[src/sv/great_circle_initial_bearing_core_defines.svh]
// ----------------------------------------------------------------------------
// Assertion macros for the initial bearing core
// Concurrent assertion wrappers; define NO_ASSERTIONS to compile them away.
// ----------------------------------------------------------------------------
`ifndef GREAT_CIRCLE_INITIAL_BEARING_CORE_DEFINES_SVH
`define GREAT_CIRCLE_INITIAL_BEARING_CORE_DEFINES_SVH

`ifndef NO_ASSERTIONS
// same-cycle implication
`define GCIB_ASSERT_IMP(lbl, clk, rst, ante, cons) \
   lbl: assert property (@(posedge clk) disable iff (rst) (ante) |-> (cons)) \
      else $error("gcib assertion failed");
// next-cycle implication
`define GCIB_ASSERT_NXT(lbl, clk, rst, ante, cons) \
   lbl: assert property (@(posedge clk) disable iff (rst) (ante) |=> (cons)) \
      else $error("gcib assertion failed");
`else
`define GCIB_ASSERT_IMP(lbl, clk, rst, ante, cons)
`define GCIB_ASSERT_NXT(lbl, clk, rst, ante, cons)
`endif

`endif

[src/sv/gcib_pkg.sv]
// ----------------------------------------------------------------------------
// gcib_pkg
// Shared widths, constants, CORDIC angle table and helpers.
// ----------------------------------------------------------------------------
package gcib_pkg;

   localparam int LON_W     = 31;
   localparam int LAT_W     = 30;
   localparam int BEARING_W = 31;

   localparam int FRAC_BITS_DEF     = 22;
   localparam int CORDIC_STAGES_DEF = 24;
   localparam int MAX_STAGES        = 32;

   localparam int TURN_W   = 32;   // 2^32 = one full turn
   localparam int Q_W      = 32;   // Q30 sin/cos/product values
   localparam int CORDIC_W = 36;   // CORDIC datapath x/y
   localparam int Z_W      = 34;   // CORDIC angle accumulator

   localparam int D2T_LAT     = 7; // register stages of the degree converter
   localparam int NORM_STEPS  = 5; // shifts 16, 8, 4, 2, 1
   localparam int LANES       = 3; // lat1, lat2, dlon

   localparam logic signed [CORDIC_W-1:0] GAIN_INV = 36'sd652032874;
   localparam logic signed [Z_W-1:0] Z_QUARTER = 34'sd1073741824;
   localparam logic signed [Z_W-1:0] Z_HALF    = 34'sd2147483648;

   // divide by 45 through reciprocals, floor exact for the given operand widths
   localparam logic [32:0] DIV_OFFSET = 33'd6039797760;   // 45 * 2^27
   localparam logic [17:0] RECIP_A    = 18'd186414;       // 17-bit operand, >> 23
   localparam logic [22:0] RECIP_B    = 23'd5965233;      // 22-bit operand, >> 28
   localparam logic [23:0] RECIP_C    = 24'd11930465;     // 23-bit operand, >> 29
   localparam logic [5:0]  DIV_45     = 6'd45;
   localparam logic [4:0]  ROUND_22   = 5'd22;            // floor(180 / 8)

   // atan(2^-i) in turns
   localparam logic [31:0] STAGE_ANGLE [MAX_STAGES] = '{
      32'd536870912, 32'd316933406, 32'd167458907, 32'd85004756,
      32'd42667331,  32'd21354465,  32'd10679838,  32'd5340245,
      32'd2670163,   32'd1335087,   32'd667544,    32'd333772,
      32'd166886,    32'd83443,     32'd41722,     32'd20861,
      32'd10430,     32'd5215,      32'd2608,      32'd1304,
      32'd652,       32'd326,       32'd163,       32'd81,
      32'd41,        32'd20,        32'd10,        32'd5,
      32'd3,         32'd1,         32'd1,         32'd0
   };

   typedef struct packed {
      logic             kill;   // force a zero bearing
      logic [LANES-1:0] flip;   // sin/cos lane turned by a half turn
   } side_type;

   // Q30 product, floored
   function automatic logic signed [Q_W-1:0] mul_q30(input logic signed [Q_W-1:0] a,
                                                     input logic signed [Q_W-1:0] b);
      logic signed [2*Q_W-1:0] p;
      p = a * b;
      return $signed(p[Q_W+29:30]);
   endfunction

endpackage

[src/sv/gcib_norm_step.sv]
// ----------------------------------------------------------------------------
// gcib_norm_step
// One step of the vector pre-scale: shift left until one part reaches 1.0.
// ----------------------------------------------------------------------------
module gcib_norm_step #(
   parameter int SHIFT = 16
) (
   input  logic                                  clock,
   input  logic                                  en,
   input  logic signed [gcib_pkg::CORDIC_W-1:0]  x_in,
   input  logic signed [gcib_pkg::CORDIC_W-1:0]  y_in,
   input  logic signed [gcib_pkg::Z_W-1:0]       z_in,
   output logic signed [gcib_pkg::CORDIC_W-1:0]  x_out,
   output logic signed [gcib_pkg::CORDIC_W-1:0]  y_out,
   output logic signed [gcib_pkg::Z_W-1:0]       z_out
);
   import gcib_pkg::*;

   // shift only while the larger part stays below 2.0 afterwards
   localparam logic signed [CORDIC_W-1:0] LIMIT = CORDIC_W'(1) <<< (31 - SHIFT);

   logic signed [CORDIC_W-1:0] ay, x_ff, y_ff;
   logic signed [Z_W-1:0]      z_ff;
   logic                       small_vec;

   always_comb begin
      ay        = y_in[CORDIC_W-1] ? -y_in : y_in;
      small_vec = (x_in < LIMIT) && (ay < LIMIT);
   end

   always_ff @(posedge clock) begin
      if (en) begin
         x_ff <= small_vec ? (x_in <<< SHIFT) : x_in;
         y_ff <= small_vec ? (y_in <<< SHIFT) : y_in;
         z_ff <= z_in;
      end
   end

   assign x_out = x_ff;
   assign y_out = y_ff;
   assign z_out = z_ff;

endmodule

[config.mk]
export PLATFORM = sky130hd
export DESIGN_NAME = gcib_norm_step
export DESIGN_NICKNAME = d
export VERILOG_FILES = /design/src/sv/great_circle_initial_bearing_core_defines.svh /design/src/sv/gcib_pkg.sv /design/src/sv/gcib_norm_step.sv
export SDC_FILE = /design/constraint.sdc
export NUM_CORES = 1
export LEC_CHECK = 0
export BUFFER_PORTS_ARGS = -buffer_cell sky130_fd_sc_hd__buf_2
export CORE_MARGIN = 3
export CORE_UTILIZATION = 30
export CTS_CLUSTER_DIAMETER = 120
export DETAILED_ROUTE_END_ITERATION = 8
export PLACE_DENSITY = 0.53
export SYNTH_ARGS = -nofsm -noshare
export SYNTH_HDL_FRONTEND = slang
export SYNTH_SLANG_ARGS = --single-unit
[constraint.sdc]
create_clock -name clock -period 5.5 [get_ports clock]
set_clock_uncertainty 0.2 [all_clocks]
set_input_delay 0.55 -clock clock [delete_from_list [all_inputs] [get_ports clock]]
set_output_delay 0.55 -clock clock [all_outputs]
set_load 0.05 [all_outputs]
==> results.json, run 1 <==
{
  "status": "finished, final reports clean",
  "stdcell_area_mm2": 0.005753,
  "place_inst": 616,
  "power.net_switching_uw": 602.9,
  "cts.sinks": 106,
  "clk_pin_slew_ns": 0.07,
  "antenna_found_initial": 0,
  "vdd_ir_drop_max_v": 0.0001253,
  "multiInputGateArea_um2": 919.6,
  "synth_top_area_cell": "edfxtp_1",
  "syn_area_mm2": 0.004172,
  "synth_fa_ha_area_frac": 0,
  "yosys.area_share.simple": 0.09868,
  "viasPerCell": 4.457,
  "antenna-diode-count": 0,
  "fin_crit_ns": 3.768,
  "pwr-share-clk": 0.340,
  "fin_tns_setup_ns": 0,
  "port_buffers": 213,
  "setup_ws_ns": 1.732,
  "drc": 0,
  "required_ns": 5.40,
  "synth-seq-area-share": 0.7630,
  "cts_root_buffer": "clkbuf_16",
  "htreeDepth": 3,
  "ios": 214,
  "dr.pass1.iters": 4,
  "fp.dieArea_mm2": 0.01536,
  "arrival_ns": 3.66,
  "seqPwrFrac": 0.474,
  "routedWlPerCell_um": 16.22,
  "timing.fmax_mhz": 265.4,
  "post_dp_cell_area_mm2": 0.005425,
  "grt_pass1_wl_mm": 14.86,
  "core_area_mm2": 0.01340,
  "async_flop_share": 0,
  "die_w_um": 123.9,
  "finalSetupViolations": 0,
  "nets": 559,
  "gp_congestion": 0.7332,
  "rsz0062_at_grt": "false",
  "synth_flop_cell": "edfxtp_1",
  "fillers": 1258,
  "initial_core_util": 0.3113,
  "synth_compound_area_frac": 0.02549,
  "die_h_um": 123.9,
  "pre_cts_slack_ns": 1.308,
  "area_delta_synth_final_pct": 37.91,
  "drv_cap": 0,
  "yosys-top-cells-count": "edfxtp_1 (106), mux2_2 (32), and2_1 (31), nor4_1 (11)",
  "drt_first_iter_violations": 153,
  "seqCellArea_mm2": 0.003183,
  "switching_share": 0.2938,
  "postRouteAntennaNets": 0,
  "synth_nets": 342,
  "cts_max_path_buffers": 2,
  "p_int_mw": 1.449,
  "netlist_top_cells_area": "edfxtp_1 (76%), mux2_2 (8.6%), and2_1 (4.6%)",
  "wl_mm": 10.25,
  "synth_top_family_by_area": "simple AND/OR/NAND/NOR gates",
  "criticalPathCategory": "in -> reg",
  "hold_viol_final": 0,
  "grt_max_degree": 66,
  "overflow": 0,
  "ys_ff_latch": 106,
  "fin_crit_sh": 0.6851,
  "crit_path_max_fanout": 34,
  "synthCells": 234,
  "post_cts_resized": 0,
  "holdCritPathClass": "in -> reg",
  "synth.yosys.warnings": 0,
  "muxShareOfSynthArea": 0.09628,
  "track_usage": 0.1302,
  "holdBufCountCts": 0,
  "grt_pass1_vias": 2834,
  "drive_gt1_frac": 0.5987,
  "p_leak_nw": 2.355,
  "synth_edf_count": 106,
  "dr_total_vias": 2817,
  "finalNonFillerCells": 632,
  "tritoncts": "done",
  "maxSlewViolCount": 0,
  "synth_most_common_cell": "edfxtp_1",
  "detailed_place_hpwl_mm": 7.775,
  "worst_slew_pin_slew_ns": 0.9955,
  "syn_avg_cell_area_um2": 17.83,
  "cts_buffers": 9,
  "cts_setup_buffers": 0,
  "relSlewSlack": 0.3342,
  "rows": 42,
  "synth-xor-area-share": 0,
  "synth_cell_type_count": 28,
  "powerDensity_mw_per_mm2": 356.7,
  "yosys.area.top_type_share": 0.7630,
  "critPathLaunchType": "input pin",
  "p_comb_frac": 0.186,
  "endpoint_kind": "register"
}
[placed cells by master, fill, tap and decap left out]
master      Yosys  layout
buf_2           1     212
edfxtp_1      106     106
mux2_2         32      32
and2_1         31      31
nor4_1         11      11
clkbuf_16       0       9
nand2_1         5       5
nand4_1         5       5
nand3_1         4       4
nor3_1          4       4
buf_4           0       4
inv_1           3       3
mux2i_1         3       3
nor2_1          3       3
clkinvlp_4      0       3
o21ai_0         2       2
or2_2           2       2
and2_2          2       2
o2bb2ai_1       2       2
bufinv_16       0       2
o31ai_1         1       1
nand3b_1        1       1
o41ai_2         1       1
a21o_2          1       1
a22oi_2         1       1
nand4_2         1       1
a41oi_4         1       1
mux2_1          1       1
a31oi_1         1       1
inv_8           0       1
clkinv_4        0       1
[worst max-delay path: stages]
cell and delay [ns]:
buf_2 0.11, nor4_1 0.46, nand4_1 0.31, o31ai_1 0.37
mux2i_1 0.21, a41oi_4 0.88, buf_4 0.39, mux2_2 0.36
[metal layers]
| metal | global-route usage | part of all wire | vias to the layer above | routed length [um] |
|---|---|---|---|---|
| met4 | 0.05749 | 0.016 | 0 | 166 |
| met1 | 0.1591 | 0.40 | 1328 | 4115 |
| met5 | 0 | 0 | - | 0 |
| met2 | 0.2041 | 0.47 | 134 | 4801 |
| met3 | 0.05132 | 0.11 | 11 | 1169 |
| li1 | - | - | 1344 | - |
[power by group through the flow]
stage / clock network (mW) / registers [mW] / logic (mW)
finish: 0.698 / 0.974 / 0.381
global route: 0.760 / 0.980 / 0.401
CTS: 0.723 / 0.975 / 0.385
detailed placement: 0 / 0.993 / 0.385
global placement: 0 / 0.992 / 0.384
floorplan: 0 / 1.22 / 0.0282
[cell type report]
cell class	count	area share
Multi-Input combinational cell	115	0.1599
Sequential cell	106	0.5533
Clock buffer	9	0.03915
Timing Repair Buffer	216	0.1896
Tap cell	176	0.03828
Clock inverter	7	0.01783
Inverter	3	0.001957
[kinds of logic after synthesis]
family	Yosys count
AOI/OAI and AO/OA	10
DFF	106
buffers and inverters	13
and+or+nand+nor	69
muxes	36
[registers in the layout, indices dropped and copies added (netlist names)]
signal and count:
x_out 36, y_out 36, z_out 34
[metrics by stage]
| stage | hold WS [ns] | util | total power, mW |
|---|---|---|---|
| floorplan | 0.4489 | - | 1.247 |
| global placement | 0.5270 | 0.4049 | 1.376 |
| detailed placement | 0.5284 | 0.4049 | 1.378 |
| CTS | 0.1549 | 0.4293 | 2.084 |
| global route | 0.1517 | 0.4293 | 2.142 |
| finish | 0.1773 | 0.4293 | 2.052 |
[path summary, 6_finish.rpt]
| check | start | end | slack, ns | cells after the start |
|---|---|---|---|---|
| worst max-delay path | y_in[3] | x_out[18] | 1.73 | 8 |
| worst min-delay path | z_in[23] | z_out[23] | 0.18 | 1 |
(Power assumes the default switching activity.)
==> run 2, diff against run 1 <==
ABC_AREA = 1   (was not set)
CORE_MARGIN = not set   (was 3)
CORE_UTILIZATION = not set   (was 30)
PLACE_DENSITY = not set   (was 0.53)
clock period = 3.6 ns   (was 5.5 ns; I/O delays follow)
==> run 2 against run 1 <==
  * The run now fails in synthesis
==> results.json, run 2 <==
{
  "synth.yosys.warnings": 0,
  "lastStage": "synthesis",
  "status": "did not finish",
  "tool.error": "ERROR: ABC failed with status B"
}
