File: src/sv/great_circle_initial_bearing_core_defines.svh
// ----------------------------------------------------------------------------
// Assertion macros for the initial bearing core
// Concurrent assertion wrappers; define NO_ASSERTIONS to compile them away.
// ----------------------------------------------------------------------------
`ifndef GREAT_CIRCLE_INITIAL_BEARING_CORE_DEFINES_SVH
`define GREAT_CIRCLE_INITIAL_BEARING_CORE_DEFINES_SVH

`ifndef NO_ASSERTIONS
// same-cycle implication
`define GCIB_ASSERT_IMP(lbl, clk, rst, ante, cons) \
   lbl: assert property (@(posedge clk) disable iff (rst) (ante) |-> (cons)) \
      else $error("gcib assertion failed");
// next-cycle implication
`define GCIB_ASSERT_NXT(lbl, clk, rst, ante, cons) \
   lbl: assert property (@(posedge clk) disable iff (rst) (ante) |=> (cons)) \
      else $error("gcib assertion failed");
`else
`define GCIB_ASSERT_IMP(lbl, clk, rst, ante, cons)
`define GCIB_ASSERT_NXT(lbl, clk, rst, ante, cons)
`endif

`endif

File: src/sv/gcib_pkg.sv
// ----------------------------------------------------------------------------
// gcib_pkg
// Shared widths, constants, CORDIC angle table and helpers.
// ----------------------------------------------------------------------------
package gcib_pkg;

   localparam int LON_W     = 31;
   localparam int LAT_W     = 30;
   localparam int BEARING_W = 31;

   localparam int FRAC_BITS_DEF     = 22;
   localparam int CORDIC_STAGES_DEF = 24;
   localparam int MAX_STAGES        = 32;

   localparam int TURN_W   = 32;   // 2^32 = one full turn
   localparam int Q_W      = 32;   // Q30 sin/cos/product values
   localparam int CORDIC_W = 36;   // CORDIC datapath x/y
   localparam int Z_W      = 34;   // CORDIC angle accumulator

   localparam int D2T_LAT     = 7; // register stages of the degree converter
   localparam int NORM_STEPS  = 5; // shifts 16, 8, 4, 2, 1
   localparam int LANES       = 3; // lat1, lat2, dlon

   localparam logic signed [CORDIC_W-1:0] GAIN_INV = 36'sd652032874;
   localparam logic signed [Z_W-1:0] Z_QUARTER = 34'sd1073741824;
   localparam logic signed [Z_W-1:0] Z_HALF    = 34'sd2147483648;

   // divide by 45 through reciprocals, floor exact for the given operand widths
   localparam logic [32:0] DIV_OFFSET = 33'd6039797760;   // 45 * 2^27
   localparam logic [17:0] RECIP_A    = 18'd186414;       // 17-bit operand, >> 23
   localparam logic [22:0] RECIP_B    = 23'd5965233;      // 22-bit operand, >> 28
   localparam logic [23:0] RECIP_C    = 24'd11930465;     // 23-bit operand, >> 29
   localparam logic [5:0]  DIV_45     = 6'd45;
   localparam logic [4:0]  ROUND_22   = 5'd22;            // floor(180 / 8)

   // atan(2^-i) in turns
   localparam logic [31:0] STAGE_ANGLE [MAX_STAGES] = '{
      32'd536870912, 32'd316933406, 32'd167458907, 32'd85004756,
      32'd42667331,  32'd21354465,  32'd10679838,  32'd5340245,
      32'd2670163,   32'd1335087,   32'd667544,    32'd333772,
      32'd166886,    32'd83443,     32'd41722,     32'd20861,
      32'd10430,     32'd5215,      32'd2608,      32'd1304,
      32'd652,       32'd326,       32'd163,       32'd81,
      32'd41,        32'd20,        32'd10,        32'd5,
      32'd3,         32'd1,         32'd1,         32'd0
   };

   typedef struct packed {
      logic             kill;   // force a zero bearing
      logic [LANES-1:0] flip;   // sin/cos lane turned by a half turn
   } side_type;

   // Q30 product, floored
   function automatic logic signed [Q_W-1:0] mul_q30(input logic signed [Q_W-1:0] a,
                                                     input logic signed [Q_W-1:0] b);
      logic signed [2*Q_W-1:0] p;
      p = a * b;
      return $signed(p[Q_W+29:30]);
   endfunction

endpackage

File: src/sv/gcib_cordic_cell.sv
// ----------------------------------------------------------------------------
// gcib_cordic_cell
// One CORDIC micro-rotation with its output register (rotation or vectoring).
// ----------------------------------------------------------------------------
module gcib_cordic_cell #(
   parameter int   STAGE     = 0,
   parameter bit   VECTORING = 1'b0
) (
   input  logic                                  clock,
   input  logic                                  en,
   input  logic signed [gcib_pkg::CORDIC_W-1:0]  x_in,
   input  logic signed [gcib_pkg::CORDIC_W-1:0]  y_in,
   input  logic signed [gcib_pkg::Z_W-1:0]       z_in,
   output logic signed [gcib_pkg::CORDIC_W-1:0]  x_out,
   output logic signed [gcib_pkg::CORDIC_W-1:0]  y_out,
   output logic signed [gcib_pkg::Z_W-1:0]       z_out
);
   import gcib_pkg::*;

   localparam logic signed [Z_W-1:0] ANGLE = $signed(Z_W'(STAGE_ANGLE[STAGE]));

   logic signed [CORDIC_W-1:0] xs, ys, x_ff, y_ff, x_in2, y_in2;
   logic signed [Z_W-1:0]      z_ff, z_in2;
   logic                       cw;

   always_comb begin
      xs = x_in >>> STAGE;
      ys = y_in >>> STAGE;
      // clockwise: y still positive when vectoring, angle left negative when rotating
      cw = VECTORING ? !y_in[CORDIC_W-1] : z_in[Z_W-1];
      if (cw) begin
         x_in2 = x_in + ys;
         y_in2 = y_in - xs;
         z_in2 = z_in + ANGLE;
      end else begin
         x_in2 = x_in - ys;
         y_in2 = y_in + xs;
         z_in2 = z_in - ANGLE;
      end
   end

   always_ff @(posedge clock) begin
      if (en) begin
         x_ff <= x_in2;
         y_ff <= y_in2;
         z_ff <= z_in2;
      end
   end

   assign x_out = x_ff;
   assign y_out = y_ff;
   assign z_out = z_ff;

endmodule

File: config.mk
export PLATFORM = sky130hd
export DESIGN_NAME = gcib_cordic_cell
export DESIGN_NICKNAME = d
export VERILOG_FILES = /design/src/sv/great_circle_initial_bearing_core_defines.svh /design/src/sv/gcib_pkg.sv /design/src/sv/gcib_cordic_cell.sv
export SDC_FILE = /design/constraint.sdc
export NUM_CORES = 1
export LEC_CHECK = 0
export BUFFER_PORTS_ARGS = -buffer_cell sky130_fd_sc_hd__buf_2
export CAP_MARGIN = 5
export CORE_ASPECT_RATIO = 0.8
export CORE_MARGIN = 3
export CORE_UTILIZATION = 40
export CTS_BUF_LIST = sky130_fd_sc_hd__clkbuf_8 sky130_fd_sc_hd__clkbuf_16
export DETAILED_ROUTE_END_ITERATION = 10
export GPL_TIMING_DRIVEN = 0
export SYNTH_ARGS = -nofsm -noshare
export SYNTH_HDL_FRONTEND = slang
export SYNTH_SLANG_ARGS = --single-unit
File: constraint.sdc
create_clock -name clock -period 3.15 [get_ports clock]
set_input_delay 0.63 -clock clock [delete_from_list [all_inputs] [get_ports clock]]
set_output_delay 0.63 -clock clock [all_outputs]
set_load 0.005 [all_outputs]
==> metrics list <==
- Area of the core: roughly 24000 µm²
- Antenna diodes: 0
- By area, the combinational part of the netlist is dominated by compound AO/OA/AOI/OAI gates.
- M1 WL: around 17 mm
* Outcome: finished with violations
- Across all setup checks in the final design, the least slack found is -0.00709 ns.
- Data arrives at the worst endpoint at 3.28 ns.
- Compared with the post-synthesis result, the final layout area differs by 21.2%.
* Portion of total power attributed to sequential cells: 0.367
- PortBufs: approximately 210
* Total half-perimeter wirelength after legalization and detailed placement: around 28 mm
- Adder-cell share of the synthesized area: 0.149
- The checks that failed: setup timing.
* Die outline width: between 150 and 200 µm
* Setup repair after global routing missed its margin: yes
- Synthesis produced a netlist whose cell count is between 1000 and 1500.
* Drt total wl: 35.2 mm
* Detail-routed via count per cell: 5.85
* Number of placement rows: 50
- Post-synthesis mux area share: 0.0141
- NumNets Final: between 1500 and 2000
- After routing the design area is 12000 µm².
- Clock tree synthesis inserted a total of 9 buffers.
- Biggest area consumer among synthesized cells: sky130_fd_sc_hd__edfxtp_1
* Drt drc: 0
* Full die area: 26800 µm²
* VDD IR-drop max: approximately 270 µV
- STA classifies the critical path startpoint as a primary input.
- Required time of the critical path: 3.27 ns
- The area fraction in compound gates after synthesis was 0.251.
- Min-Delay Path Class: in2reg
- Clk pin slew, worst setup/hold paths: 0.09 ns
- The Yosys step of the flow raised 0 warnings.
- Share of total power in the clock network: 0.243
* Detailed-routing iteration count for the pre-antenna-repair pass: 5
* Synth Area in XOR/XNOR: 0.0599
* Effective utilization at floorplan: 0.416
- The synthesized netlist occupies a cell area of around 10000 µm².
- CP Class: in2reg
- In the global route stage, overall resource usage came out at 0.255.
* Element type at the critical path end: flop
- Root cell of the clock tree: sky130_fd_sc_hd__clkbuf_16
- Top_reg_cell synth: sky130_fd_sc_hd__edfxtp_1
* Switching part of the total power: 0.378
- The count of final max-slew check failures came to 0.
* Global-route wire length before repair: about 54 mm
* Final setup violation count: 1
* Power density relative to cell area: ~420 nW/µm²
* H-tree level count: 3
* TritonCTS clock tree: yes
- After synthesis the netlist holds a flip-flop and latch count of around 110.
- After synthesis, the share of flip-flops with an asynchronous set or reset is 0.
- Die height: between 100 and 150 µm
- Logic gate share of total power: 0.390
- Iteration-0 DRC Markers: about 1200
- Average detailed-routed wire length per instance: 21.2 µm
- Number of nets still failing antenna checks after routing: 0
* Least-Margin Pin Slew: about 1 ns
- Remaining global-route overflow: 0
* Sum of met2 wire segment lengths after detailed routing: ~14 mm
- Summed over all cells, the static leakage comes to 5.41 nW.
- Counting I/O delays and the setup requirement, the final critical path takes ~3.2 ns.
- Detailed routing placed a total of about 3.4 mm of wire on met3.
* Storage element area: 3150 µm²
- Synthesis instantiated slightly below 90 different standard cells from the library.
- Period utilization: 1.00
* Max clock buf depth: 2
* Cell area reported after detailed placement: around 11000 µm²
* CTS Sinks: approximately 110
- Slew Limit Headroom: 0.344
- Internal power consumption: 3.14 mW
- Proportion of netlist area held by the largest area contributor: 0.317
- Top achievable clock speed: 317 MHz
- In the final layout, the multi-input gates occupy 6370 µm².
- Layout cell share with drive strength beyond 1: 0.249
- Largest net degree at the start of global routing: 58
* Number of antenna violations at the first check in global routing: 0
- Vias in the first global route: just over 9000
* Hold buffer count at CTS: 0
- Average cell area after synthesis: between 8 and 9 µm²
- Counting the fill cells in the layout gives roughly 2400.
* Synth Area in Simple Gates: 0.143
- The tool flagged a number of max-cap violations equal to 0.
- At the end of routability-driven placement, the weighted congestion stood at around 0.95.
* Crit Path Max Fanout: 10
- Number of primary I/O pins: around 210
- Total via count after detailed routing: 9691
* Final Hold Vio Count: 0
- Max Used Layer: met4
- Share of the yosys chip area belonging to registers: 0.317
- Yosys attributes the largest share of cell area to sky130_fd_sc_hd__edfxtp_1 (32%), sky130_fd_sc_hd__ha_1 (14%), sky130_fd_sc_hd__a21oi_1 (5.7%), sky130_fd_sc_hd__xnor2_1 (4.8%), sky130_fd_sc_hd__inv_1 (4.0%).
- When the netlist entered floorplanning its net count stood at roughly 1300.
- Switching Power: between 1.5 and 2 mW
- Final cell utilization of the core: 0.504
- Number of flops mapped to enable cells by yosys: approximately 110
logic make-up (layout without fill, tap and decap cells):
logic type	Yosys count	count (layout)
adder cells (fa/ha/maj)	116	116
multiplexers	14	14
buffers and inverters	161	397
flip-flops	105	105
AND/OR/NAND/NOR	285	285
AO/OA/AOI/OAI	360	360
XOR/XNOR	68	68
timing repair:
item                                    in CTS  in global routing
buffers inserted                             0                  7
pin swaps                                    0                 14
resized for setup                            9                 47
gates cloned                                 0                  0
endpoints found under the setup margin       6                 35
worst paths after layout:
path | from | endpoint | slack [ns] | cells past startpoint
max | x_in[28] | x_out[31] | -0.007 | 12
min | z_in[4] | z_out[4] | 0.42 | 1
state kept, by name, summed over array words and instances (netlist names):
register  count
y_out        35
x_out        36
z_out        34
layout make-up:
| class | count | share of cell area |
|---|---|---|
| Timing Repair Buffer | 221 | 0.0954 |
| Clock buffer | 9 | 0.0187 |
| Sequential cell | 105 | 0.262 |
| Inverter | 111 | 0.0346 |
| Multi-Input combinational cell | 843 | 0.529 |
| Clock inverter | 7 | 0.00779 |
| Tap cell | 312 | 0.0324 |
| Buffer | 49 | 0.0203 |
Yosys cell counts (15+ instances only):
| cell type | instances |
|---|---|
| sky130_fd_sc_hd__a211oi_1 | 17 |
| sky130_fd_sc_hd__clkbuf_1 | 22 |
| sky130_fd_sc_hd__nor2_1 | 90 |
| sky130_fd_sc_hd__edfxtp_1 | 105 |
| sky130_fd_sc_hd__a21oi_1 | 113 |
| sky130_fd_sc_hd__o21bai_1 | 15 |
| sky130_fd_sc_hd__nand3_1 | 26 |
| sky130_fd_sc_hd__xnor2_1 | 54 |
| sky130_fd_sc_hd__inv_1 | 106 |
| sky130_fd_sc_hd__nor3_1 | 18 |
| sky130_fd_sc_hd__ha_1 | 112 |
| sky130_fd_sc_hd__buf_2 | 17 |
| sky130_fd_sc_hd__a21o_1 | 41 |
| sky130_fd_sc_hd__o21ai_0 | 46 |
| sky130_fd_sc_hd__nand2_1 | 63 |
layout by cell type (no fill, tap or decap), types with 8 or more instances in the layout:
master / instances
sky130_fd_sc_hd__nand2b_1: 13
sky130_fd_sc_hd__o31ai_1: 10
sky130_fd_sc_hd__nor3_1: 18
sky130_fd_sc_hd__o21bai_1: 15
sky130_fd_sc_hd__nand3_1: 25
sky130_fd_sc_hd__mux2i_1: 14
sky130_fd_sc_hd__a211oi_1: 14
sky130_fd_sc_hd__nand2_1: 62
sky130_fd_sc_hd__xnor2_1: 54
sky130_fd_sc_hd__nor2b_1: 10
sky130_fd_sc_hd__clkbuf_1: 17
sky130_fd_sc_hd__o211ai_1: 8
sky130_fd_sc_hd__nor2_1: 90
sky130_fd_sc_hd__edfxtp_1: 105
sky130_fd_sc_hd__a21oi_1: 108
sky130_fd_sc_hd__buf_2: 229
sky130_fd_sc_hd__nand4_1: 10
sky130_fd_sc_hd__a21o_1: 41
sky130_fd_sc_hd__buf_4: 11
sky130_fd_sc_hd__o21ai_1: 9
sky130_fd_sc_hd__o22ai_1: 8
sky130_fd_sc_hd__xor2_1: 14
sky130_fd_sc_hd__clkbuf_16: 9
sky130_fd_sc_hd__inv_1: 106
sky130_fd_sc_hd__ha_1: 110
sky130_fd_sc_hd__o21ai_0: 45
power groups by stage:
stage          logic [mW]  registers (mW)  clock network (mW)
5_1_grt              2.13            1.87                1.30
4_1_cts              1.87            1.85                1.26
3_3_place_gp         1.85            1.88                   0
2_1_floorplan        1.08            1.92                   0
3_5_place_dp         1.85            1.89                   0
6_report             1.97            1.85                1.22
metal layers:
| metal | GRT usage | vias to the layer above |
|---|---|---|
| li1 | - | 4470 |
| met1 | 0.396 | 4633 |
| met2 | 0.364 | 535 |
| met3 | 0.0450 | 53 |
| met4 | 0.0613 | 0 |
| met5 | 0 | - |
per-stage QoR:
step / std cells / TNS (ns) / setup WS (ns) / hold WS [ns] / power [mW]
2_1_floorplan: 1109 / 0 / 0.229 / 0.729 / 3.00
3_3_place_gp: 1634 / -13.56 / -0.598 / 0.806 / 3.73
6_report: 1657 / -0.00709 / -0.00709 / 0.424 / 5.04
4_1_cts: 1651 / 0 / 0.00424 / 0.412 / 4.98
5_1_grt: 1657 / -0.130 / -0.0344 / 0.407 / 5.31
3_5_place_dp: 1635 / -13.40 / -0.513 / 0.808 / 3.74
critical path, stage by stage:
cell and delay (ns):
sky130_fd_sc_hd__buf_2 0.11, sky130_fd_sc_hd__inv_1 0.04, sky130_fd_sc_hd__ha_1 0.36, sky130_fd_sc_hd__buf_2 0.26, sky130_fd_sc_hd__inv_1 0.16, sky130_fd_sc_hd__a21oi_1 0.16, sky130_fd_sc_hd__nor2_1 0.07, sky130_fd_sc_hd__nor3_1 0.43
sky130_fd_sc_hd__o2111ai_1 0.28, sky130_fd_sc_hd__a31oi_1 0.34, sky130_fd_sc_hd__o21ai_0 0.23, sky130_fd_sc_hd__xnor2_1 0.20
(Power assumes the default switching activity.)
