## src/sv/great_circle_initial_bearing_core_defines.svh

```systemverilog
// ----------------------------------------------------------------------------
// Assertion macros for the initial bearing core
// Concurrent assertion wrappers; define NO_ASSERTIONS to compile them away.
// ----------------------------------------------------------------------------
`ifndef GREAT_CIRCLE_INITIAL_BEARING_CORE_DEFINES_SVH
`define GREAT_CIRCLE_INITIAL_BEARING_CORE_DEFINES_SVH

`ifndef NO_ASSERTIONS
// same-cycle implication
`define GCIB_ASSERT_IMP(lbl, clk, rst, ante, cons) \
   lbl: assert property (@(posedge clk) disable iff (rst) (ante) |-> (cons)) \
      else $error("gcib assertion failed");
// next-cycle implication
`define GCIB_ASSERT_NXT(lbl, clk, rst, ante, cons) \
   lbl: assert property (@(posedge clk) disable iff (rst) (ante) |=> (cons)) \
      else $error("gcib assertion failed");
`else
`define GCIB_ASSERT_IMP(lbl, clk, rst, ante, cons)
`define GCIB_ASSERT_NXT(lbl, clk, rst, ante, cons)
`endif

`endif

```

## src/sv/gcib_pkg.sv

```systemverilog
// ----------------------------------------------------------------------------
// gcib_pkg
// Shared widths, constants, CORDIC angle table and helpers.
// ----------------------------------------------------------------------------
package gcib_pkg;

   localparam int LON_W     = 31;
   localparam int LAT_W     = 30;
   localparam int BEARING_W = 31;

   localparam int FRAC_BITS_DEF     = 22;
   localparam int CORDIC_STAGES_DEF = 24;
   localparam int MAX_STAGES        = 32;

   localparam int TURN_W   = 32;   // 2^32 = one full turn
   localparam int Q_W      = 32;   // Q30 sin/cos/product values
   localparam int CORDIC_W = 36;   // CORDIC datapath x/y
   localparam int Z_W      = 34;   // CORDIC angle accumulator

   localparam int D2T_LAT     = 7; // register stages of the degree converter
   localparam int NORM_STEPS  = 5; // shifts 16, 8, 4, 2, 1
   localparam int LANES       = 3; // lat1, lat2, dlon

   localparam logic signed [CORDIC_W-1:0] GAIN_INV = 36'sd652032874;
   localparam logic signed [Z_W-1:0] Z_QUARTER = 34'sd1073741824;
   localparam logic signed [Z_W-1:0] Z_HALF    = 34'sd2147483648;

   // divide by 45 through reciprocals, floor exact for the given operand widths
   localparam logic [32:0] DIV_OFFSET = 33'd6039797760;   // 45 * 2^27
   localparam logic [17:0] RECIP_A    = 18'd186414;       // 17-bit operand, >> 23
   localparam logic [22:0] RECIP_B    = 23'd5965233;      // 22-bit operand, >> 28
   localparam logic [23:0] RECIP_C    = 24'd11930465;     // 23-bit operand, >> 29
   localparam logic [5:0]  DIV_45     = 6'd45;
   localparam logic [4:0]  ROUND_22   = 5'd22;            // floor(180 / 8)

   // atan(2^-i) in turns
   localparam logic [31:0] STAGE_ANGLE [MAX_STAGES] = '{
      32'd536870912, 32'd316933406, 32'd167458907, 32'd85004756,
      32'd42667331,  32'd21354465,  32'd10679838,  32'd5340245,
      32'd2670163,   32'd1335087,   32'd667544,    32'd333772,
      32'd166886,    32'd83443,     32'd41722,     32'd20861,
      32'd10430,     32'd5215,      32'd2608,      32'd1304,
      32'd652,       32'd326,       32'd163,       32'd81,
      32'd41,        32'd20,        32'd10,        32'd5,
      32'd3,         32'd1,         32'd1,         32'd0
   };

   typedef struct packed {
      logic             kill;   // force a zero bearing
      logic [LANES-1:0] flip;   // sin/cos lane turned by a half turn
   } side_type;

   // Q30 product, floored
   function automatic logic signed [Q_W-1:0] mul_q30(input logic signed [Q_W-1:0] a,
                                                     input logic signed [Q_W-1:0] b);
      logic signed [2*Q_W-1:0] p;
      p = a * b;
      return $signed(p[Q_W+29:30]);
   endfunction

endpackage

```

## src/sv/gcib_deg2turn.sv

```systemverilog
// ----------------------------------------------------------------------------
// gcib_deg2turn
// Degrees to turns: floor((v*2^(29-F) + 22) / 45) mod 2^32, in seven stages.
// ----------------------------------------------------------------------------
module gcib_deg2turn #(
   parameter int ANGLE_FRAC_BITS = gcib_pkg::FRAC_BITS_DEF
) (
   input  logic                                 clock,
   input  logic [gcib_pkg::D2T_LAT-1:0]         en,
   input  logic signed [gcib_pkg::TURN_W-1:0]   angle,
   output logic [gcib_pkg::TURN_W-1:0]          turns
);
   import gcib_pkg::*;

   localparam int K = TURN_W - 3 - ANGLE_FRAC_BITS;

   logic [32:0] vp_ff, vp_in;
   logic [16:0] a2_ff;
   logic [15:0] b2_ff;
   logic [34:0] pa_ff;
   logic [11:0] qa3_ff, qa4_ff, qa5_ff, qa6_ff, qa;
   logic [21:0] n2_ff, n2b_ff, n2_in;
   logic [44:0] pb_ff;
   logic [16:0] qb, qb5_ff, qb6_ff;
   logic [22:0] n3_ff, n3_in;
   logic [46:0] p3_ff;
   logic [16:0] ra_w;
   logic [21:0] rb_w;
   logic [28:0] qfull;
   logic [63:0] tsum;
   logic [TURN_W-1:0] turns_ff, turns_in;

   always_comb begin
      vp_in = 33'({{2{angle[TURN_W-1]}}, angle} + 34'(DIV_OFFSET));
      qa    = pa_ff[34:23];
      ra_w  = a2_ff - 17'(qa * DIV_45);
      n2_in = {ra_w[5:0], b2_ff};
      qb    = pb_ff[44:28];
      rb_w  = n2b_ff - 22'(qb * DIV_45);
      n3_in = (23'(rb_w[5:0]) << K) + 23'(ROUND_22);
      qfull = {5'b0, qa6_ff, 12'b0} * 29'd16 + 29'(qb6_ff);
      tsum  = (64'(qfull) << K) + 64'(p3_ff[46:29]);
      turns_in = tsum[TURN_W-1:0];
   end

   always_ff @(posedge clock) begin
      if (en[0]) vp_ff <= vp_in;
      if (en[1]) begin
         a2_ff <= vp_ff[32:16];
         b2_ff <= vp_ff[15:0];
         pa_ff <= 35'(vp_ff[32:16]) * 35'(RECIP_A);
      end
      if (en[2]) begin
         qa3_ff <= qa;
         n2_ff  <= n2_in;
      end
      if (en[3]) begin
         qa4_ff <= qa3_ff;
         n2b_ff <= n2_ff;
         pb_ff  <= 45'(n2_ff) * 45'(RECIP_B);
      end
      if (en[4]) begin
         qa5_ff <= qa4_ff;
         qb5_ff <= qb;
         n3_ff  <= n3_in;
      end
      if (en[5]) begin
         qa6_ff <= qa5_ff;
         qb6_ff <= qb5_ff;
         p3_ff  <= 47'(n3_ff) * 47'(RECIP_C);
      end
      if (en[6]) turns_ff <= turns_in;
   end

   assign turns = turns_ff;

endmodule

```

## config.mk

```make
export PLATFORM = sky130hd
export DESIGN_NAME = gcib_deg2turn
export DESIGN_NICKNAME = d
export VERILOG_FILES = /design/src/sv/great_circle_initial_bearing_core_defines.svh /design/src/sv/gcib_pkg.sv /design/src/sv/gcib_deg2turn.sv
export SDC_FILE = /design/constraint.sdc
export NUM_CORES = 1
export LEC_CHECK = 0
export BUFFER_PORTS_ARGS = -buffer_cell sky130_fd_sc_hd__buf_4
export CORE_MARGIN = 2
export CORE_UTILIZATION = 45
export CTS_BUF_LIST = sky130_fd_sc_hd__clkbuf_8
export CTS_CLUSTER_DIAMETER = 120
export DETAILED_ROUTE_END_ITERATION = 10
export PLACE_DENSITY_LB_ADDON = 0.15
export SETUP_SLACK_MARGIN = 0.3
export SLEW_MARGIN = 20
export SYNTH_ARGS = -nofsm -noshare
export SYNTH_HDL_FRONTEND = slang
export SYNTH_SLANG_ARGS = --single-unit
```

## constraint.sdc

```tcl
create_clock -name clock -period 18.66 [get_ports clock]
set_input_delay 0.933 -clock clock [delete_from_list [all_inputs] [get_ports clock]]
set_output_delay 0.933 -clock clock [all_outputs]
set_load 0.05 [all_outputs]
```

==> metrics, run 1 <==
CTS Buffer Depth 3; CP top delay family adder cells; unrepaired setup endpoints after global routing false; synthesized area 0.0219 mm²; main combinational cell family by area after synthesis adder cells; worst-margin pin slew 0.780 ns; Num Clock Sinks 227; routed len/inst 17.8 µm; Yosys warning count 0; simple-gate share of the synthesized area 4.33%; first-pass GRT wire length 73700 µm; Initial Util 45.8%; H-tree depth 2; endpoint class of the critical path register; status finished, final reports clean; I/O Buffers 71; Worst path max stage delay 0.56 ns; Vias/cell 4.99; WP data arrival 6.69 ns; Worst Hold Depth 0; clock transition at the registers of the reported paths 0.05 ns; Die Span Y 225 µm; total track usage 19.1%; vias in the first global route 13900; post-synthesis adder-cell area fraction 46.5%; GR Overflow Total 0; commonest non-fill, non-tap cell in the layout inv_1; Yosys top cell by area edfxtp_1; Compound-Gate Fraction of Synth Area 5.56%; Worst EP required 19.08 ns; Post-synth EDFFs 227; initial antenna violation count 0; Min-Delay Startpoint qb5_ff[5]; RR Startpoint n2_ff[17]; core area 0.0478 mm²; Post-route DRC 0; io pins 72; setup bufs post-CTS 0; Max Slew Vio Count 0; asr flop ratio synth 0%; cts hold-fix bufs 0; Hold Path Class reg -> reg; Area Overhead vs Synth 9.18%; sequential share of the synthesized area 31.1%; Synth Flop Type edfxtp_1; f_max 0.159 GHz; CP Cell Sequence ha_1 > inv_1 > fa_1 > fa_1 > inv_1 > fa_1 > fa_1 > fa_1 > inv_1 > fa_1 > inv_1 > ha_1 > a21oi_1 > o21ai_0 > nor2_1 > o21ai_0 > a21bo_2 > or4_1 > o211ai_1; post-synthesis xor/xnor area fraction 3.88%; reg2reg setup slack 12.38 ns; DIE AREA 0.0504 mm²; post-route ant nets 0; worst clock skew 0.0427 ns; reg2reg end pb_ff[44]; Avg Cell Area, Syn 11.9 µm²; number of synthesized register bits 227; max_cap viols 0; final count of negative-setup-slack endpoints 0; commonest cells after routing, fill and taps aside inv_1 (498), ha_1 (431), fa_1 (239); fin util 50.0%; mux share of post-synthesis cell area 0.0914%; Hold Violations, Final 0; r2r worst-path depth 19; routed vias 13000; Startpoint Class register; top-area cell type share of the netlist area 31.1%; CP most frequent cell fa_1; initial DRC count 688; Crit Path Max Fanout 6; Netlist cell types 63; worst path bufs/invs 4; Hold Path End qb6_ff[5]; TritonCTS clock tree done; GPL Wtd Cong 0.932; share of cells above drive strength 1 7.07%; Slew headroom 47.4%; nets 2664; Num CTS Buffers 41; Routed WL 46100 µm; Setup TNS 0 ns; Syn Nets 2557; pin count of the biggest net entering global routing 37; Setup CP Type reg -> reg; clk_lat worst skew 0.60 ns; ANT cells 0; hpwl dp 39800 µm; DRT Pass-1 Iters 6; Root Driver clkbuf_8; Final Cycle Share 33.6%; Die X 225 µm; row count 80; top post-synthesis cells by area edfxtp_1 (31%), ha_1 (25%), fa_1 (22%); Slowest-stage cell, CP fa_1; post-cts gate resize count 0; synthesized instance count 1847; post-layout min period 6.28 ns
## worst max-delay path by stage
stage,from,to,slack (ns),depth (start not counted)
2_1_floorplan,n2_ff[21],pb_ff[39],12.74,19
3_3_place_gp,n2_ff[13],pb_ff[39],12.45,20
3_5_place_dp,n2_ff[17],pb_ff[44],12.34,19
4_1_cts,n2_ff[17],pb_ff[44],12.34,19
5_1_grt,n2_ff[17],pb_ff[44],12.14,19
6_report,n2_ff[17],pb_ff[44],12.38,19
## metal layers
layer  routed length (µm)  global-route usage, %  vias to the layer above
met5                    0                      0                        -
met4                 1360                   6.00                        0
met3                 1800                   3.19                       73
met2                21100                   31.3                      213
met1                21800                   25.9                     6334
li1                     -                      -                     6331
## cells in the mapped netlist (all sizes together), types with 7 or more instances
cell	count
o21bai	9
xnor2	72
and3	18
nor2	23
nor3	14
nand2	42
a21o	33
a21oi	46
nand4	13
and2	9
edfxtp	227
xor2	25
nand3	24
a31oi	7
o21ai	29
fa	239
o211ai	8
inv	487
ha	431
## cell type report
type,instances,area [µm²]
Sequential cell,227,6820
Multi-Input combinational cell,1126,13200
Clock buffer,41,564
Timing Repair Buffer,71,533
Tap cell,615,769
Clock inverter,29,173
Fill cell,4288,23900
Inverter,487,1830
## through the flow
step / setup WS, ns / cell area [µm²] / std cells / hold WS [ns]
finish: 12.38 / 23900 / 2596 / 0.415
global route: 12.14 / 23900 / 2596 / 0.422
CTS: 12.34 / 23900 / 2596 / 0.414
detailed placement: 12.34 / 23200 / 2526 / 0.405
global placement: 12.45 / 23200 / 2526 / 0.401
floorplan: 12.74 / 21900 / 1847 / 0.400
## kinds of logic after synthesis
logic type | Yosys count
fa+ha+maj | 671
simple gates | 178
xor+xnor | 97
mux | 2
flops | 227
compound gates | 178
buf+inv | 494
## registers in the layout, summed over array words and instances (netlist names), 10 cells and up
signal	flops
vp_ff	33
turns	32
n2_ff	22
pb_ff	17
qb5_ff	17
qb6_ff	17
b2_ff	16
p3_ff	10
Power of run 1 is not shown: default switching activity piles up to over one toggle a cycle in this logic, so the estimate is an artifact.
==> inputs of run 2 (changes only) <==
Clock period 18.66 ns to 5.4 ns, I/O delays scaled along.
==> run 2 against run 1 <==
Effect of this change:
- the run now ends with setup timing left
- count of clock-buffer cells in the layout did not move
- via count rose by 6.2%
- core utilization rose by 6.2 points
- non-clock buffer count rose by 245
- design area rose by 12%
- hold slack got worse by 0.30 ns
- cell count rose by 9.5%
==> metrics, run 2 (same netlist as run 1, synthesis figures left out) <==
initial DRC count 470; total track usage 19.6%; Worst Hold Depth 1; Initial Util 45.8%; Hold Path Class in -> reg; commonest non-fill, non-tap cell in the layout inv_1; Worst EP required 5.83 ns; row count 80; first-pass GRT wire length 76900 µm; DRT Pass-1 Iters 7; Crit Path Max Fanout 3; Num CTS Buffers 41; pin count of the biggest net entering global routing 37; I/O Buffers 71; Setup TNS -5.47 ns; routed len/inst 16.5 µm; GPL Wtd Cong 0.920; nets 2909; Hold Path End n2b_ff[5]; reg2reg setup slack -0.43 ns; Reg with most FFs vp_ff; hpwl dp 39700 µm; f_max 0.172 GHz; Storage cell area 0.00682 mm²; DP Area 0.0249 mm²; CTS Buffer Depth 3; GR Overflow Total 0; H-tree depth 2; Slew headroom 54.6%; Design Area, Final 0.0269 mm²; Hold Violations, Final 0; DIE AREA 0.0504 mm²; Num Clock Sinks 227; worst-margin pin slew 0.674 ns; footprint of the multi-input gates 0.0142 mm²; commonest cells after routing, fill and taps aside inv_1 (473), ha_1 (384), buf_4 (271); Layout fillers 4070; core area 0.0478 mm²; Startpoint Class register; critical path startpoint n2_ff[14]; Final Cycle Share 108%; r2r worst-path depth 20; Min-Delay Startpoint en[3]; Die X 225 µm; Area Overhead vs Synth 22.8%; post-layout min period 5.83 ns; Max Slew Vio Count 0; WP data arrival 6.26 ns; Post-route DRC 0; vias in the first global route 14900; Setup CP Type reg -> reg; routed vias 13800; status finished, violations left; RR Startpoint n2_ff[14]; reg2reg end pb_ff[44]; share of cells above drive strength 1 22.1%; Routed WL 46800 µm; Vias/cell 4.84; io pins 72; clk_lat worst skew 0.63 ns; failing checks setup timing; clock transition at the registers of the reported paths 0.07 ns; post-route ant nets 0; TritonCTS clock tree done; worst clock skew 0.0463 ns; Die Span Y 225 µm; unrepaired setup endpoints after global routing true; Largest register FFs 33; final count of negative-setup-slack endpoints 20; fin util 56.2%; initial antenna violation count 0; Root Driver clkbuf_8; worst hold margin 0.117 ns; final worst slack -0.429 ns; max_cap viols 0; endpoint class of the critical path register
[run 2: cell type report]
type | count | area share (%)
well taps | 615 | 2.86
diodes | 1 | 0.00931
flip-flops and latches | 227 | 25.4
multi-input cells | 1126 | 52.9
clock buffers | 41 | 2.10
repair buffers | 316 | 9.30
inverters | 487 | 6.81
clock inverters | 29 | 0.703
[run 2: critical path: stages (launching register included)]
cell and delay [ns]:
edfxtp_1 0.43, buf_4 0.18, ha_4 0.24, ha_4 0.26, inv_2 0.03, fa_1 0.55
inv_1 0.06, fa_1 0.49, fa_1 0.43, fa_1 0.50, inv_1 0.06, fa_1 0.57
inv_2 0.06, ha_4 0.26, nand4_1 0.12, a211o_1 0.34, a31oi_4 0.18, nor2_2 0.07
a21bo_2 0.25, or4_1 0.46, o211ai_1 0.09
[run 2: what timing repair did]
item / CTS / global route
resized for setup: 55 / 74
hold endpoints to repair: 33 / 0
pin swaps: 52 / 80
setup endpoints to repair: 33 / 36
hold buffers: 33 / 0
buffers inserted: 20 / 17
[run 2: how the worst max path moves through the flow]
stage / depth (start not counted) / endpoint / slack (ns)
floorplan: 18 / pb_ff[39] / -0.08
global placement: 19 / pb_ff[44] / -0.60
global route: 22 / pb_ff[34] / -0.62
detailed placement: 19 / pb_ff[44] / -0.68
CTS: 19 / pb_ff[39] / -0.43
finish: 20 / pb_ff[44] / -0.43
[run 2: per-layer routing]
| layer | routed length, µm | up-vias | GRT usage, % |
|---|---|---|---|
| met2 | 21700 | 200 | 32.3 |
| met3 | 1730 | 56 | 3.14 |
| met1 | 22500 | 6660 | 27.3 |
| li1 | - | 6841 | - |
| met4 | 795 | 0 | 4.25 |
| met5 | 0 | - | 0 |
[run 2: through the flow]
stage | worst slack, ns | instances
after global routing | -0.623 | 2841
after floorplan | -0.0829 | 1847
after detailed placement | -0.680 | 2701
after global placement | -0.596 | 2701
final | -0.429 | 2842
after CTS | -0.427 | 2824
Power of run 2 is left out for the same reason.
==> inputs of run 3 (changes only) <==
Settings changed: GPL_TIMING_DRIVEN from default to 0, SLEW_MARGIN 20 to default.
==> run 3 against run 2 <==
Effect of this change:
- the run still ends with setup timing left
- non-clock buffer count decreased by 102
- critical endpoint is now pb_ff[37]
- sequential cell count unchanged
- design area decreased by 3.0%
- setup slack got worse by 0.099 ns
- cell count decreased by 4.0%
- clock skew decreased by 0.0014 ns
- critical path depth increased by 2
==> metrics, run 3 (same netlist as run 1, synthesis figures left out) <==
Largest register FFs 33; final worst slack -0.528 ns; Setup TNS -7.07 ns; worst-margin pin slew 0.659 ns; routing usage on met1 25.1%; routed vias 13400; Hold Path Class in -> reg; Post-route DRC 0; Critical Path End pb_ff[37]; DRT Pass-1 Iters 4; GPL Wtd Cong 0.857; core area 0.0478 mm²; H-tree depth 2; reg2reg end pb_ff[37]; post-layout min period 5.93 ns; share of cells above drive strength 1 19.2%; initial DRC count 514; Vias/cell 4.91; Root Driver clkbuf_8; Worst EP required 5.70 ns; r2r worst-path depth 22; busiest grt layer met2; routed len/inst 16.5 µm; Reg with most FFs vp_ff; Die Span Y 225 µm; total track usage 18.7%; nets 2806; GR Overflow Total 0; DIE AREA 0.0504 mm²; Num Clock Sinks 227; endpoint class of the critical path register; TritonCTS clock tree done; hpwl dp 36700 µm; pin count of the biggest net entering global routing 37; Num CTS Buffers 40; commonest cells after routing, fill and taps aside inv_1 (458), ha_1 (387), edfxtp_1 (227); Min-Delay Startpoint en[3]; I/O Buffers 71; post-route ant nets 0; Routed WL 45000 µm; clk_lat worst skew 0.60 ns; initial antenna violation count 0; Slew headroom 55.6%; Hold Violations, Final 0; clock transition at the registers of the reported paths 0.06 ns; vias in the first global route 14400; met2 usage 31.2%; commonest non-fill, non-tap cell in the layout inv_1; reg2reg setup slack -0.53 ns; Initial Util 45.8%; Startpoint Class register; ANT cells 0; final count of negative-setup-slack endpoints 18; row count 80; Max Slew Vio Count 0; failing checks setup timing; unrepaired setup endpoints after global routing true; met3 Use GR 3.49%; Die X 225 µm; WP data arrival 6.23 ns; critical path startpoint n2_ff[15]; Area Overhead vs Synth 19.1%; Layout fillers 4111; worst clock skew 0.0449 ns; Crit Path Max Fanout 6; Final Cycle Share 110%; Setup CP Type reg -> reg; RR Startpoint n2_ff[15]; max_cap viols 0; status finished, violations left; io pins 72; CTS Buffer Depth 3; first-pass GRT wire length 73300 µm; f_max 0.169 GHz
run 3: cell count changes in the layout (fill, tap and decap cells not counted), moves of 4 or more:
| cell | before | now |
|---|---|---|
| fa_1 | 230 | 225 |
| clkinv_1 | 9 | 4 |
| ha_2 | 6 | 2 |
| o21ai_1 | 8 | 4 |
| clkbuf_1 | 0 | 4 |
| inv_2 | 24 | 36 |
| inv_1 | 473 | 458 |
| buf_4 | 271 | 159 |
| fa_2 | 9 | 14 |
| o21ai_2 | 4 | 9 |
| a21oi_2 | 10 | 14 |
run 3: worst min-delay path by stage:
stage / cells past startpoint / slack (ns) / endpoint
2_1_floorplan: 0 / 0.37 / vp_ff[0]
3_3_place_gp: 0 / 0.40 / b2_ff[11]
3_5_place_dp: 0 / 0.40 / b2_ff[4]
4_1_cts: 1 / 0.08 / pb_ff[38]
5_1_grt: 1 / 0.10 / pb_ff[38]
6_report: 1 / 0.13 / pb_ff[38]
run 3: repair_timing:
item	CTS	global route
buffers inserted	67	35
endpoints found under the setup margin	35	36
hold endpoints to repair	33	0
hold buffers	34	0
gates resized for setup	93	70
pin swaps	82	82
run 3: through the flow:
step / util [%] / area (µm²) / hold WS (ns) / setup WS (ns) / std cells
final: 54.5 / 26100 / 0.130 / -0.528 / 2728
after global routing: 54.5 / 26100 / 0.103 / -0.687 / 2728
after CTS: 53.3 / 25500 / 0.0764 / -0.601 / 2693
after detailed placement: 49.3 / 23600 / 0.405 / -0.914 / 2533
after global placement: 49.3 / 23600 / 0.401 / -0.883 / 2533
after floorplan: - / 22300 / 0.369 / -0.0829 / 1847
run 3: layout make-up:
| cell class | count | area, µm² | area share (%) |
|---|---|---|---|
| Buffer | 7 | 32.5 | 0.125 |
| Clock buffer | 41 | 564 | 2.16 |
| Timing Repair Buffer | 207 | 1700 | 6.50 |
| Inverter | 487 | 1830 | 7.02 |
| Tap cell | 615 | 769 | 2.95 |
| Multi-Input combinational cell | 1126 | 14300 | 54.7 |
| Clock inverter | 18 | 90.1 | 0.346 |
| Sequential cell | 227 | 6820 | 26.1 |
run 3: worst max-delay path: stages, from the launching register on:
cell      delay (ns)
edfxtp_1        0.37
buf_6           0.15
ha_4            0.24
fa_1            0.59
inv_2           0.05
fa_2            0.54
inv_2           0.04
fa_2            0.55
fa_1            0.43
fa_1            0.51
inv_2           0.05
fa_1            0.54
inv_2           0.06
ha_4            0.23
a21oi_2         0.13
o211ai_1        0.15
buf_4           0.17
nor3_4          0.16
o21bai_4        0.14
buf_4           0.16
buf_6           0.12
a211oi_2        0.19
nor3_1          0.08
run 3: layer usage:
layer	vias up	part of all wire [%]
li1	6618	-
met1	6495	45
met2	214	48
met3	61	4.9
met4	0	2.0
met5	-	0
Power of run 3 is left out for the same reason.
